`src/ftlm_pkg.sv`:
```
// ----------------------------------------------------------------------------
// ftlm_pkg
// Shared types and constants of the three-level fuzzy membership block.
// ----------------------------------------------------------------------------
`default_nettype none

package ftlm_pkg;

    localparam int DATA_WIDTH  = 16;
    localparam int FRAC_BITS   = 15;
    localparam int MAG_W       = DATA_WIDTH + 1;
    localparam int MEM_W       = 16;
    localparam int CLASS_W     = 8;
    localparam int CFG_IDX_W   = 2;
    localparam int QUEUE_DEPTH = 4;

    localparam logic [CFG_IDX_W-1:0] REG_ATTR_MIN      = 2'd0;
    localparam logic [CFG_IDX_W-1:0] REG_LOW_QUARTILE  = 2'd1;
    localparam logic [CFG_IDX_W-1:0] REG_HIGH_QUARTILE = 2'd2;
    localparam logic [CFG_IDX_W-1:0] REG_ATTR_MAX      = 2'd3;

    typedef struct packed {
        logic [CLASS_W-1:0]           class_label;
        logic signed [DATA_WIDTH-1:0] sample_value;
        logic                         last_in;
    } sample_t;

    typedef struct packed {
        logic [CLASS_W-1:0] class_out;
        logic [MEM_W-1:0]   mem_low;
        logic [MEM_W-1:0]   mem_medium;
        logic [MEM_W-1:0]   mem_high;
        logic               last_out;
    } result_t;

    // how a membership is formed from the quotient of its lane
    typedef enum logic [1:0] {
        SEL_ZERO,
        SEL_ONE,
        SEL_Q,
        SEL_INV
    } sel_t;

    typedef struct packed {
        logic             force_zero;
        logic             force_one;
        logic [MAG_W-1:0] num;
        logic [MAG_W-1:0] den;
    } lane_t;

    typedef struct packed {
        logic [CLASS_W-1:0] class_label;
        logic               last;
        sel_t               lo_sel;
        sel_t               me_sel;
        sel_t               hi_sel;
        lane_t              mid_lane;
        lane_t              high_lane;
    } work_t;

    typedef struct packed {
        logic push;
        logic full;
    } qwr_t;

    typedef struct packed {
        logic pop;
        logic empty;
    } qrd_t;

endpackage

`default_nettype wire

```
`src/ftlm_front.sv`:
```
// ----------------------------------------------------------------------------
// ftlm_front
// Breakpoint registers, knee derivation and region classification of samples.
// ----------------------------------------------------------------------------
`default_nettype none

module ftlm_front
    import ftlm_pkg::*;
(
    input  wire logic                  clk,
    input  wire logic                  rst_n,
    input  wire logic                  cfg_we,
    input  wire logic [CFG_IDX_W-1:0]  cfg_index,
    input  wire logic [DATA_WIDTH-1:0] cfg_data,
    input  wire logic                  sample_valid,
    output logic                       sample_stall,
    input  wire sample_t               sample,
    input  wire logic                  full,
    output qwr_t                       qwr,
    output work_t                      push_word
);

    logic signed [DATA_WIDTH-1:0] attr_min_reg, low_q_reg, high_q_reg, attr_max_reg;
    logic signed [DATA_WIDTH-1:0] ml, md, mh;
    logic signed [DATA_WIDTH-1:0] x;
    logic signed [MAG_W-1:0]      dx_ml, dx_md, dx_a, d_r, d_f, d_h;
    logic                         le_ml, le_md, ge_ml, lt_md, lt_mh, le_mh;
    logic                         rising, falling;

    function automatic logic signed [DATA_WIDTH-1:0] half_floor(
        input logic signed [DATA_WIDTH-1:0] a,
        input logic signed [DATA_WIDTH-1:0] b
    );
        logic signed [MAG_W-1:0] s;
        s = MAG_W'(a) + MAG_W'(b);
        return s[MAG_W-1:1];
    endfunction

    function automatic lane_t make_lane(
        input logic signed [MAG_W-1:0] n,
        input logic signed [MAG_W-1:0] d
    );
        lane_t l;
        logic [MAG_W-1:0] an, ad;
        an = n[MAG_W-1] ? MAG_W'(-n) : MAG_W'(n);
        ad = d[MAG_W-1] ? MAG_W'(-d) : MAG_W'(d);
        l.num        = an;
        l.den        = ad;
        l.force_zero = (n == '0) || (n[MAG_W-1] != d[MAG_W-1]);
        l.force_one  = !l.force_zero && (an >= ad);
        return l;
    endfunction

    always_ff @(posedge clk or negedge rst_n)
    begin
        if (!rst_n)
        begin
            attr_min_reg <= '0;
            low_q_reg    <= '0;
            high_q_reg   <= '0;
            attr_max_reg <= '0;
        end
        else
        begin
            if (cfg_we)
            begin
                unique case (cfg_index)
                    REG_ATTR_MIN:      attr_min_reg <= cfg_data;
                    REG_LOW_QUARTILE:  low_q_reg    <= cfg_data;
                    REG_HIGH_QUARTILE: high_q_reg   <= cfg_data;
                    REG_ATTR_MAX:      attr_max_reg <= cfg_data;
                endcase
            end
        end
    end

    always_comb
    begin
        ml = half_floor(attr_min_reg, low_q_reg);
        md = half_floor(low_q_reg, high_q_reg);
        mh = half_floor(high_q_reg, attr_max_reg);
    end

    assign x     = sample.sample_value;
    assign dx_ml = MAG_W'(x) - MAG_W'(ml);
    assign dx_md = MAG_W'(x) - MAG_W'(md);
    assign dx_a  = MAG_W'(x) - MAG_W'(attr_min_reg);
    assign d_r   = MAG_W'(md) - MAG_W'(ml);
    assign d_f   = MAG_W'(mh) - MAG_W'(md);
    assign d_h   = MAG_W'(mh) - MAG_W'(attr_min_reg);

    assign le_ml = x <= ml;
    assign ge_ml = x >= ml;
    assign le_md = x <= md;
    assign lt_md = x < md;
    assign lt_mh = x < mh;
    assign le_mh = x <= mh;

    assign rising  = ge_ml && le_md;
    assign falling = !le_md && le_mh;

    always_comb
    begin
        push_word.class_label = sample.class_label;
        push_word.last        = sample.last_in;
        // the low ramp and the medium rising ramp share one quotient
        push_word.mid_lane    = rising ? make_lane(dx_ml, d_r) : make_lane(dx_md, d_f);
        push_word.high_lane   = make_lane(dx_a, d_h);

        if (le_ml)
            push_word.lo_sel = SEL_ONE;
        else if (le_md)
            push_word.lo_sel = (d_r == '0) ? SEL_ONE : SEL_INV;
        else
            push_word.lo_sel = SEL_ZERO;

        if (rising)
            push_word.me_sel = (d_r == '0) ? SEL_ZERO : SEL_Q;
        else if (falling)
            push_word.me_sel = (d_f == '0) ? SEL_ONE : SEL_INV;
        else
            push_word.me_sel = SEL_ZERO;

        if (lt_md)
            push_word.hi_sel = SEL_ZERO;
        else if (lt_mh)
            push_word.hi_sel = (d_h == '0) ? SEL_ZERO : SEL_Q;
        else
            push_word.hi_sel = SEL_ONE;
    end

    assign sample_stall = full;

    always_comb
    begin
        qwr.full = full;
        qwr.push = sample_valid && !full;
    end

endmodule

`default_nettype wire

```
`src/ftlm_queue.sv`:
```
// ----------------------------------------------------------------------------
// ftlm_queue
// Short queue of classified words between the front and the divider pipeline.
// ----------------------------------------------------------------------------
`default_nettype none

module ftlm_queue
    import ftlm_pkg::*;
(
    input  wire logic  clk,
    input  wire logic  rst_n,
    input  wire qwr_t  qwr_in,
    output logic       full,
    input  wire work_t push_word,
    input  wire qrd_t  qrd_in,
    output logic       empty,
    output work_t      head_word
);

    localparam int PTR_W = $clog2(QUEUE_DEPTH);
    localparam int CNT_W = $clog2(QUEUE_DEPTH + 1);

    work_t            mem_reg [QUEUE_DEPTH];
    logic [PTR_W-1:0] wr_ptr_reg, rd_ptr_reg;
    logic [CNT_W-1:0] count_reg, count_next;

    assign full      = count_reg == CNT_W'(QUEUE_DEPTH);
    assign empty     = count_reg == '0;
    assign head_word = mem_reg[rd_ptr_reg];

    always_comb
    begin
        count_next = count_reg;
        if (qwr_in.push && !qrd_in.pop)
            count_next = count_reg + 1'b1;
        else if (!qwr_in.push && qrd_in.pop)
            count_next = count_reg - 1'b1;
    end

    always_ff @(posedge clk)
    begin
        if (qwr_in.push)
            mem_reg[wr_ptr_reg] <= push_word;
    end

    always_ff @(posedge clk or negedge rst_n)
    begin
        if (!rst_n)
        begin
            wr_ptr_reg <= '0;
            rd_ptr_reg <= '0;
            count_reg  <= '0;
        end
        else
        begin
            if (qwr_in.push)
                wr_ptr_reg <= wr_ptr_reg + 1'b1;
            if (qrd_in.pop)
                rd_ptr_reg <= rd_ptr_reg + 1'b1;
            count_reg <= count_next;
        end
    end

    assert property (@(posedge clk) disable iff (!rst_n) qrd_in.pop |-> !empty)
        else $error("pop from empty queue");
    assert property (@(posedge clk) disable iff (!rst_n) qwr_in.push |-> !full)
        else $error("push into full queue");
    assert property (@(posedge clk) disable iff (!rst_n)
        (qwr_in.push && !qrd_in.pop) |=> count_reg == $past(count_reg) + 1'b1)
        else $error("queue fill count lost a word");

endmodule

`default_nettype wire

```
`src/ftlm_back.sv`:
```
// ----------------------------------------------------------------------------
// ftlm_back
// Pipelined restoring dividers, one quotient bit per stage, and result register.
// ----------------------------------------------------------------------------
`default_nettype none

module ftlm_back
    import ftlm_pkg::*;
#(
    parameter int FRAC = FRAC_BITS
)
(
    input  wire logic  clk,
    input  wire logic  rst_n,
    input  wire work_t head_word,
    input  wire logic  empty,
    output qrd_t       qrd,
    output logic       result_valid,
    input  wire logic  result_stall,
    output result_t    result
);

    localparam int MW = (FRAC + 1 > MEM_W) ? FRAC + 1 : MEM_W;
    localparam logic [MW-1:0] ONE_Q = MW'(1) << FRAC;

    typedef struct packed {
        logic             force_zero;
        logic             force_one;
        logic [MAG_W-1:0] rem;
        logic [MAG_W-1:0] den;
        logic [FRAC-1:0]  quo;
    } div_t;

    typedef struct packed {
        logic [CLASS_W-1:0] class_label;
        logic               last;
        sel_t               lo_sel;
        sel_t               me_sel;
        sel_t               hi_sel;
        div_t               mid_div;
        div_t               high_div;
    } stage_t;

    stage_t           st_reg [FRAC];
    stage_t           st_in  [FRAC];
    logic [FRAC-1:0]  v_reg;
    logic             out_valid_reg;
    result_t          result_reg, result_next;
    logic             adv;
    stage_t           head_st;

    function automatic div_t div_start(input lane_t l);
        div_t d;
        d.force_zero = l.force_zero;
        d.force_one  = l.force_one;
        d.rem        = l.num;
        d.den        = l.den;
        d.quo        = '0;
        return d;
    endfunction

    function automatic div_t div_step(input div_t d);
        div_t o;
        logic [MAG_W:0] r2;
        o  = d;
        r2 = {d.rem, 1'b0};
        if (r2 >= {1'b0, d.den})
        begin
            o.rem = MAG_W'(r2 - {1'b0, d.den});
            o.quo = {d.quo[FRAC-2:0], 1'b1};
        end
        else
        begin
            o.rem = r2[MAG_W-1:0];
            o.quo = {d.quo[FRAC-2:0], 1'b0};
        end
        return o;
    endfunction

    function automatic stage_t stage_step(input stage_t s);
        stage_t o;
        o          = s;
        o.mid_div  = div_step(s.mid_div);
        o.high_div = div_step(s.high_div);
        return o;
    endfunction

    function automatic logic [MEM_W-1:0] form(input sel_t s, input div_t d);
        logic [MW-1:0] q;
        logic [MW-1:0] v;
        if (d.force_one)
            q = ONE_Q;
        else if (d.force_zero)
            q = '0;
        else
            q = MW'(d.quo);
        unique case (s)
            SEL_ZERO: v = '0;
            SEL_ONE:  v = ONE_Q;
            SEL_Q:    v = q;
            SEL_INV:  v = ONE_Q - q;
        endcase
        return v[MEM_W-1:0];
    endfunction

    // the whole pipeline moves when the result register can take a word
    assign adv = !out_valid_reg || !result_stall;

    always_comb
    begin
        qrd.pop   = adv && !empty;
        qrd.empty = empty;
    end

    always_comb
    begin
        head_st.class_label = head_word.class_label;
        head_st.last        = head_word.last;
        head_st.lo_sel      = head_word.lo_sel;
        head_st.me_sel      = head_word.me_sel;
        head_st.hi_sel      = head_word.hi_sel;
        head_st.mid_div     = div_start(head_word.mid_lane);
        head_st.high_div    = div_start(head_word.high_lane);
    end

    genvar k;
    generate
        for (k = 0; k < FRAC; k++)
        begin : g_stage
            if (k == 0)
            begin : g_first
                assign st_in[k] = head_st;
            end
            else
            begin : g_rest
                assign st_in[k] = st_reg[k-1];
            end

            always_ff @(posedge clk)
            begin
                if (adv)
                    st_reg[k] <= stage_step(st_in[k]);
            end
        end
    endgenerate

    always_comb
    begin
        result_next.class_out  = st_reg[FRAC-1].class_label;
        result_next.last_out   = st_reg[FRAC-1].last;
        result_next.mem_low    = form(st_reg[FRAC-1].lo_sel, st_reg[FRAC-1].mid_div);
        result_next.mem_medium = form(st_reg[FRAC-1].me_sel, st_reg[FRAC-1].mid_div);
        result_next.mem_high   = form(st_reg[FRAC-1].hi_sel, st_reg[FRAC-1].high_div);
    end

    always_ff @(posedge clk or negedge rst_n)
    begin
        if (!rst_n)
        begin
            v_reg         <= '0;
            out_valid_reg <= 1'b0;
        end
        else if (adv)
        begin
            v_reg         <= {v_reg[FRAC-2:0], qrd.pop};
            out_valid_reg <= v_reg[FRAC-1];
        end
    end

    always_ff @(posedge clk)
    begin
        if (adv)
            result_reg <= result_next;
    end

    assign result_valid = out_valid_reg;
    assign result       = result_reg;

    assert property (@(posedge clk) disable iff (!rst_n) qrd.pop |=> v_reg[0])
        else $error("popped word did not enter the divider pipeline");

endmodule

`default_nettype wire

```
`src/fuzzy_three_level_membership.sv`:
```
// ----------------------------------------------------------------------------
// fuzzy_three_level_membership
// Three-level fuzzifier: low, medium and high memberships of one sample.
// ----------------------------------------------------------------------------
// Takes one sample word per cycle unless sample_stall holds it off, and returns
// one result word per sample, in order, each membership in unsigned Q1.FRAC
// (1 << FRAC is one). Throughput is one word per clock while result_stall is
// low; the restoring dividers resolve one quotient bit per pipeline stage.
// A breakpoint write applies to every sample accepted after it.
`default_nettype none

module fuzzy_three_level_membership
    import ftlm_pkg::*;
#(
    parameter int FRAC = FRAC_BITS
)
(
    input  wire logic                  clk,
    input  wire logic                  rst_n,
    input  wire logic                  cfg_we,
    input  wire logic [CFG_IDX_W-1:0]  cfg_index,
    input  wire logic [DATA_WIDTH-1:0] cfg_data,
    input  wire logic                  sample_valid,
    output logic                       sample_stall,
    input  wire sample_t               sample,
    output logic                       result_valid,
    input  wire logic                  result_stall,
    output result_t                    result
);

    qwr_t  qwr;
    qrd_t  qrd;
    work_t push_word, head_word;
    logic  full, empty;
    qwr_t  qwr_q;

    ftlm_front u_front (
        .clk          (clk),
        .rst_n        (rst_n),
        .cfg_we       (cfg_we),
        .cfg_index    (cfg_index),
        .cfg_data     (cfg_data),
        .sample_valid (sample_valid),
        .sample_stall (sample_stall),
        .sample       (sample),
        .full         (full),
        .qwr          (qwr),
        .push_word    (push_word)
    );

    always_comb
    begin
        qwr_q.push = qwr.push;
        qwr_q.full = full;
    end

    ftlm_queue u_queue (
        .clk       (clk),
        .rst_n     (rst_n),
        .qwr_in    (qwr_q),
        .full      (full),
        .push_word (push_word),
        .qrd_in    (qrd),
        .empty     (empty),
        .head_word (head_word)
    );

    ftlm_back #(
        .FRAC (FRAC)
    ) u_back (
        .clk          (clk),
        .rst_n        (rst_n),
        .head_word    (head_word),
        .empty        (empty),
        .qrd          (qrd),
        .result_valid (result_valid),
        .result_stall (result_stall),
        .result       (result)
    );

endmodule

`default_nettype wire

```
`config.mk`:
```
export PLATFORM = sky130hd
export DESIGN_NAME = fuzzy_three_level_membership
export DESIGN_NICKNAME = d
export VERILOG_FILES = /design/src/ftlm_pkg.sv /design/src/ftlm_front.sv /design/src/ftlm_queue.sv /design/src/ftlm_back.sv /design/src/fuzzy_three_level_membership.sv
export SDC_FILE = /design/constraint.sdc
export NUM_CORES = 2
export LEC_CHECK = 0
export ABC_AREA = 0
export BUFFER_PORTS_ARGS = -buffer_cell sky130_fd_sc_hd__buf_4
export CAP_MARGIN = 20
export CORE_MARGIN = 5
export CORE_UTILIZATION = 45
export DETAILED_ROUTE_END_ITERATION = 10
export HOLD_SLACK_MARGIN = 0.1
export SETUP_SLACK_MARGIN = 0.02
export SYNTH_ARGS = -nofsm -noshare
export SYNTH_HDL_FRONTEND = slang
export SYNTH_SLANG_ARGS = --single-unit
export TNS_END_PERCENT = 1
```
`constraint.sdc`:
```
create_clock -name clk -period 76.8 [get_ports clk]
set_input_delay 15.36 -clock clk [delete_from_list [all_inputs] [get_ports clk]]
set_output_delay 15.36 -clock clk [all_outputs]
set_load 0.1 [all_outputs]
```
### After elaboration in Yosys (flattened, before gate mapping)

Memory sizes are Yosys's and may differ from the RTL's.
Cells that the tools add are included.

| cells by class | value |
|---|---|
| $add $sub $neg | 51 |
| $lt $le $gt $ge | 39 |
| eq/ne operators | 16 |
| multiplexer cells | 150 |
| reductions and logical operators | 39 |

Operators with widths:

| kind | count |
|---|---|
| two-way mux 17 bit | 66 |
| >= comparator 18 x 17 -> 1 bit | 30 |
| subtractor 17 bit | 30 |
| two-way mux 15 bit | 32 |
| case mux 16 bit (4 select lines) | 3 |
| zero test 17 bit | 6 |
| negation 17 bit | 6 |
| subtractor 16 x 16 -> 17 bit | 6 |
| adder 16 x 16 -> 17 bit | 3 |
| >= comparator 17 bit | 3 |
| <= comparator 16 bit | 3 |
| two-way mux 36 bit | 1 |
| two-way mux 1 bit | 34 |
| less-than comparator 16 bit | 2 |
| two-way mux 16 bit | 2 |
| subtractor 16 bit, first input constant | 2 |
| two-way mux 2 bit | 10 |
| equality test 2 bit, second input constant | 8 |
| >= comparator 16 bit | 1 |
| zero test 1 bit | 10 |
| logical AND 1 bit | 9 |
| equality test 2 x 1 -> 1 bit, second input constant | 4 |
| zero test 2 bit | 4 |
| AND reduction 2 bit | 4 |
| other kinds (9) | 16 |

| word-level totals | value |
|---|---|
| register bits | 144 |
| RAM bits | 2103 |
| input bits | 48 |
| output and inout port bits | 59 |
| logic and storage cells | 311 |
| memories kept | 2 |

Memory list:

| name | words | width | rd ports | clocked after Yosys merged registers in | wr ports | RTL line | RTL |
|---|---|---|---|---|---|---|---|
| u_back.st_reg | 15 | 117 | 15 | 0 | 15 | ftlm_back.sv:44 | `stage_t st_reg [FRAC];` |
| u_queue.mem_reg | 4 | 87 | 1 | 0 | 1 | ftlm_queue.sv:23 | `work_t mem_reg [QUEUE_DEPTH];` |

### Depth between registers and ports, before layout

| depth | value |
|---|---|
| depth after elaboration | 7 |
| depth in mapped cells | 36 |

### Modules after synthesis

From an unflattened synthesis, not the netlist that was laid out.

| second synthesis, totals | value |
|---|---|
| cell total of the unflattened synthesis | 8357 |
| area, all modules | 104347.6 um^2 |

Modules (own cells, without submodules):

| module | times used | cells each | area each (um^2) | sequential area each (um^2) |
|---|---|---|---|---|
| ftlm_back | 1 | 6070 | 77598.2 | 46464.6 |
| ftlm_front | 1 | 1798 | 13812.0 | 1601.5 |
| ftlm_queue | 1 | 489 | 12937.4 | 10625.2 |

### Worst setup path before layout

Ideal clock, no wire load.

| path | value |
|---|---|
| kind | input port to flip-flop |
| start point | input result_stall |
| end point | register u_back.v_reg[10] |
| setup time | 0.214 ns |
| arrival time | 62.207 ns |
| data required time | 76.586 ns |
| setup slack | 14.380 ns |
| stages | 3 |
| path through | nand2_1 -> clkbuf_1 -> mux2_2 |

| between the ends | value |
|---|---|
| cells in the longest elaborated chain, start to end | 2 |

Ends and longest elaborated chain:

| what | RTL line | RTL |
|---|---|---|
| start: declaration | fuzzy_three_level_membership.sv:27 | `input wire logic result_stall,` |
| zero test 1 bit | ftlm_back.sv:107 | `assign adv = !out_valid_reg \|\| !result_stall;` |
| logical OR 1 bit | ftlm_back.sv:107 |  |
| net u_back.adv | ftlm_back.sv:49 | `logic adv;` |
| end signal: assignment | ftlm_back.sv:165 | `v_reg <= {v_reg[FRAC-2:0], qrd.pop};` |
| end: declaration | ftlm_back.sv:46 | `logic [FRAC-1:0] v_reg;` |

The timed path passes the listed nets, and every way through them passes these cells.
A chain may end at the register's enable or synchronous reset.

==> results_dict.tcl <==
set metrics [dict create \
    drtPass1Iterations 6 \
    cts_made_buffers 205 \
    yosysTopAreaCell "edfxtp_1" \
    fin_nets 9572 \
    whs_ns 0.3803 \
    hp-class "flip-flop to flip-flop" \
    clkLatencyLatePin_ns 0.87 \
    final_cell_mix "edfxtp_1, inv_1, nor2_1, ha_1, nand2_1" \
    slew_headroom_pct 22.30 \
    startpoint_type "input pin" \
    synth_seq_cells 1969 \
    yosysUniqueCellTypes 103 \
    worstPathRequired_ns 77.29 \
    vias 63394 \
    portBuffers 106 \
    finalHoldViolCount 0 \
    synth_top_family_by_area "compound AO/OA/AOI/OAI gates" \
    synth_ff_type "edfxtp_1" \
    synth_xor_area_share_pct 2.848 \
    area_growth_pct 11.58 \
    hold_end "u_back.st_reg[0][518]$_DFFE_PP_" \
    setup_viol 0 \
    die_w_um 486.7 \
    cp_slowest_cell "fa_1" \
    fin_crit_sh_pct 27.73 \
    drt-vias-per-instance 5.289 \
    max_freq_ghz 0.04695 \
    wirelength_um 205100 \
    post_drt_wl_per_cell_um 17.11 \
    synthAdderAreaFrac_pct 9.391 \
    syn_avg_cell_area_um2 11.96 \
    reg2regPathDepth 30 \
    drt_iter0_markers 3383 \
    grt_usage_pct 17.20 \
    cp_max_fo 17 \
    worstSetupPathType "input pin to flip-flop" \
    end_kind "flip-flop" \
    post_cts.repair.setup_buffers 0 \
    syn_inst 8549 \
    rows 175 \
    cts_resized 0 \
    synthTopCellsByArea "edfxtp_1, ha_1, inv_1" \
    largest_reg_flops 1477 \
    status "completed" \
    synthesis.nets 9325 \
    htree_levels 4 \
    synth_top_area_share_pct 55.28 \
    grt_max_degree 190 \
    gp_congestion 0.8772 \
    final_max_slew_viol_count 0 \
    synth_edf_count 1882 \
    yosysWarnings 0 \
    slowest_delay_ns 0.39 \
    drive_above_1_share_pct 10.16 \
    rsz0062_at_grt "no" \
    rrSetupSlack_ns 68.65 \
    hpwlAfterDp_um 153200 \
    cts_sinks 1969 \
    synth_mux_area_share_pct 5.130 \
    fp.dieH_um 486.7 \
    postCtsHoldBufs 0 \
    clock_path_buffers 3 \
    dieArea_mm2 0.2368 \
    ios 107 \
    clk_pin_slew_ns 0.06 \
    tns_ns 0 \
    min-delay-start "u_back.st_reg[0][401]$_DFFE_PP_" \
    grt_pass1_wl_um 330700 \
    start_util_pct 45.07 \
    grt_pass1_vias 64313 \
    antenna_left 0 \
    cts_root_buffer "clkbuf_16" \
    layout_commonest_cell "edfxtp_1" \
    max_cap_violations 0 \
    min_path_cells 0 \
    finalCriticalPeriod_ns 21.30 \
    drc 0 \
    ys_seq_area_share_pct 57.40 \
    cts_tree "yes" \
    cp.arrival_ns 21.79 \
    fin_worst_skew_ns 0.07772 \
    r2r-start "u_front.high_q_reg[2]$_DFFE_PN0P_" \
    coreArea_mm2 0.2268 \
    synth-simple-area-share_pct 10.08 \
    n_fill_cell 19430 \
    syn-cell-area_mm2 0.1022 \
    worst-slew-pin-transition_ns 1.136 \
    synth_compound_area_share_pct 10.75 \
    async_reset_ff_share_pct 4.418 \
    grt-ovfl-total 0 \
    grt_antenna_before_repair 2 \
    reg2reg_to "u_queue.mem_reg[2][70]$_DFFE_PP_" \
]
-- cells in the mapped netlist (all sizes together), types with 8 or more instances --
| cell type | count |
|---|---|
| o211a | 8 |
| fa | 38 |
| clkbuf | 102 |
| a211oi | 78 |
| o21bai | 12 |
| o21a | 48 |
| a2111oi | 13 |
| inv | 1057 |
| edfxtp | 1882 |
| nand2b | 52 |
| or4 | 20 |
| and3 | 71 |
| nor4 | 55 |
| and4 | 12 |
| xnor2 | 204 |
| a311oi | 9 |
| nor3 | 108 |
| and2 | 65 |
| ha | 690 |
| maj3 | 20 |
| o31a | 18 |
| a21o | 93 |
| nor3b | 16 |
| a31o | 11 |
| or3 | 36 |
| buf | 31 |
| and4b | 13 |
| nand2 | 676 |
| o211ai | 27 |
| a21oi | 306 |
| nand3 | 117 |
| or2 | 28 |
| dfrtp | 87 |
| a31oi | 35 |
| mux2i | 47 |
| nand4 | 111 |
| nand3b | 12 |
| mux4 | 85 |
| xor2 | 125 |
| o21ai | 572 |
| nor2b | 103 |
| a21boi | 244 |
| o31ai | 155 |
| nor2 | 696 |
| mux2 | 254 |
-- cell type report --
class,count,area (µm²),area share [%]
Antenna cell,5,12.51,0.01097
Inverter,1057,3968,3.478
Sequential cell,1969,58700,51.45
Multi-Input combinational cell,5390,39140,34.31
Clock inverter,146,1866,1.635
Timing Repair Buffer,173,1356,1.189
Tap cell,3009,3765,3.300
Clock buffer,238,5283,4.630
-- through the flow --
step / util (%) / instances / setup WS (ns) / area, µm²
detailed placement: 47.12 / 11597 / 54.79 / 106900
finish: 50.29 / 11987 / 55.50 / 114100
CTS: 50.28 / 11981 / 55.60 / 114000
global placement: 47.12 / 11597 / 54.70 / 106900
global route: 50.29 / 11987 / 54.96 / 114100
floorplan: - / 8549 / 14.38 / 102200
-- worst max path at each step --
stage | startpoint | to | slack (ns)
after CTS | sample[1] | u_queue.mem_reg[0][34]$_DFFE_PP_ | 55.60
after global routing | sample[1] | u_queue.mem_reg[0][34]$_DFFE_PP_ | 54.96
final | sample[1] | u_queue.mem_reg[1][34]$_DFFE_PP_ | 55.50
after global placement | sample[1] | u_queue.mem_reg[0][70]$_DFFE_PP_ | 54.70
after floorplan | result_stall | u_back.v_reg[10]$_DFFE_PN0P_ | 14.38
after detailed placement | sample[1] | u_queue.mem_reg[0][70]$_DFFE_PP_ | 54.79
-- routing by layer --
layer	global-route usage, %	share of wire (%)
met5	0	0
met4	6.813	4.1
met3	2.350	3.2
met2	31.98	51
met1	19.98	41
-- cells by family (layout without fill, tap and decap cells) --
| family | after synthesis | in the layout |
|---|---|---|
| simple gates | 2208 | 2208 |
| mux | 386 | 386 |
| compound gates | 1718 | 1718 |
| flops | 1969 | 1969 |
| other cells | 0 | 5 |
| buf+inv | 1190 | 1614 |
| fa+ha+maj | 748 | 748 |
| xor+xnor | 330 | 330 |
-- worst max-delay path, delay by kind of cell --
kind / cells / cell delay [ns]
buffers and inverters: 4 / 0.69
adder cells (fa/ha/maj): 3 / 0.95
multiplexers: 1 / 0.33
AND/OR/NAND/NOR: 2 / 0.36
AO/OA/AOI/OAI: 24 / 4.10
Power is left out: the tool's default activity adds up to more than one toggle a clock period on the data nets, which glitch-free logic cannot reach.
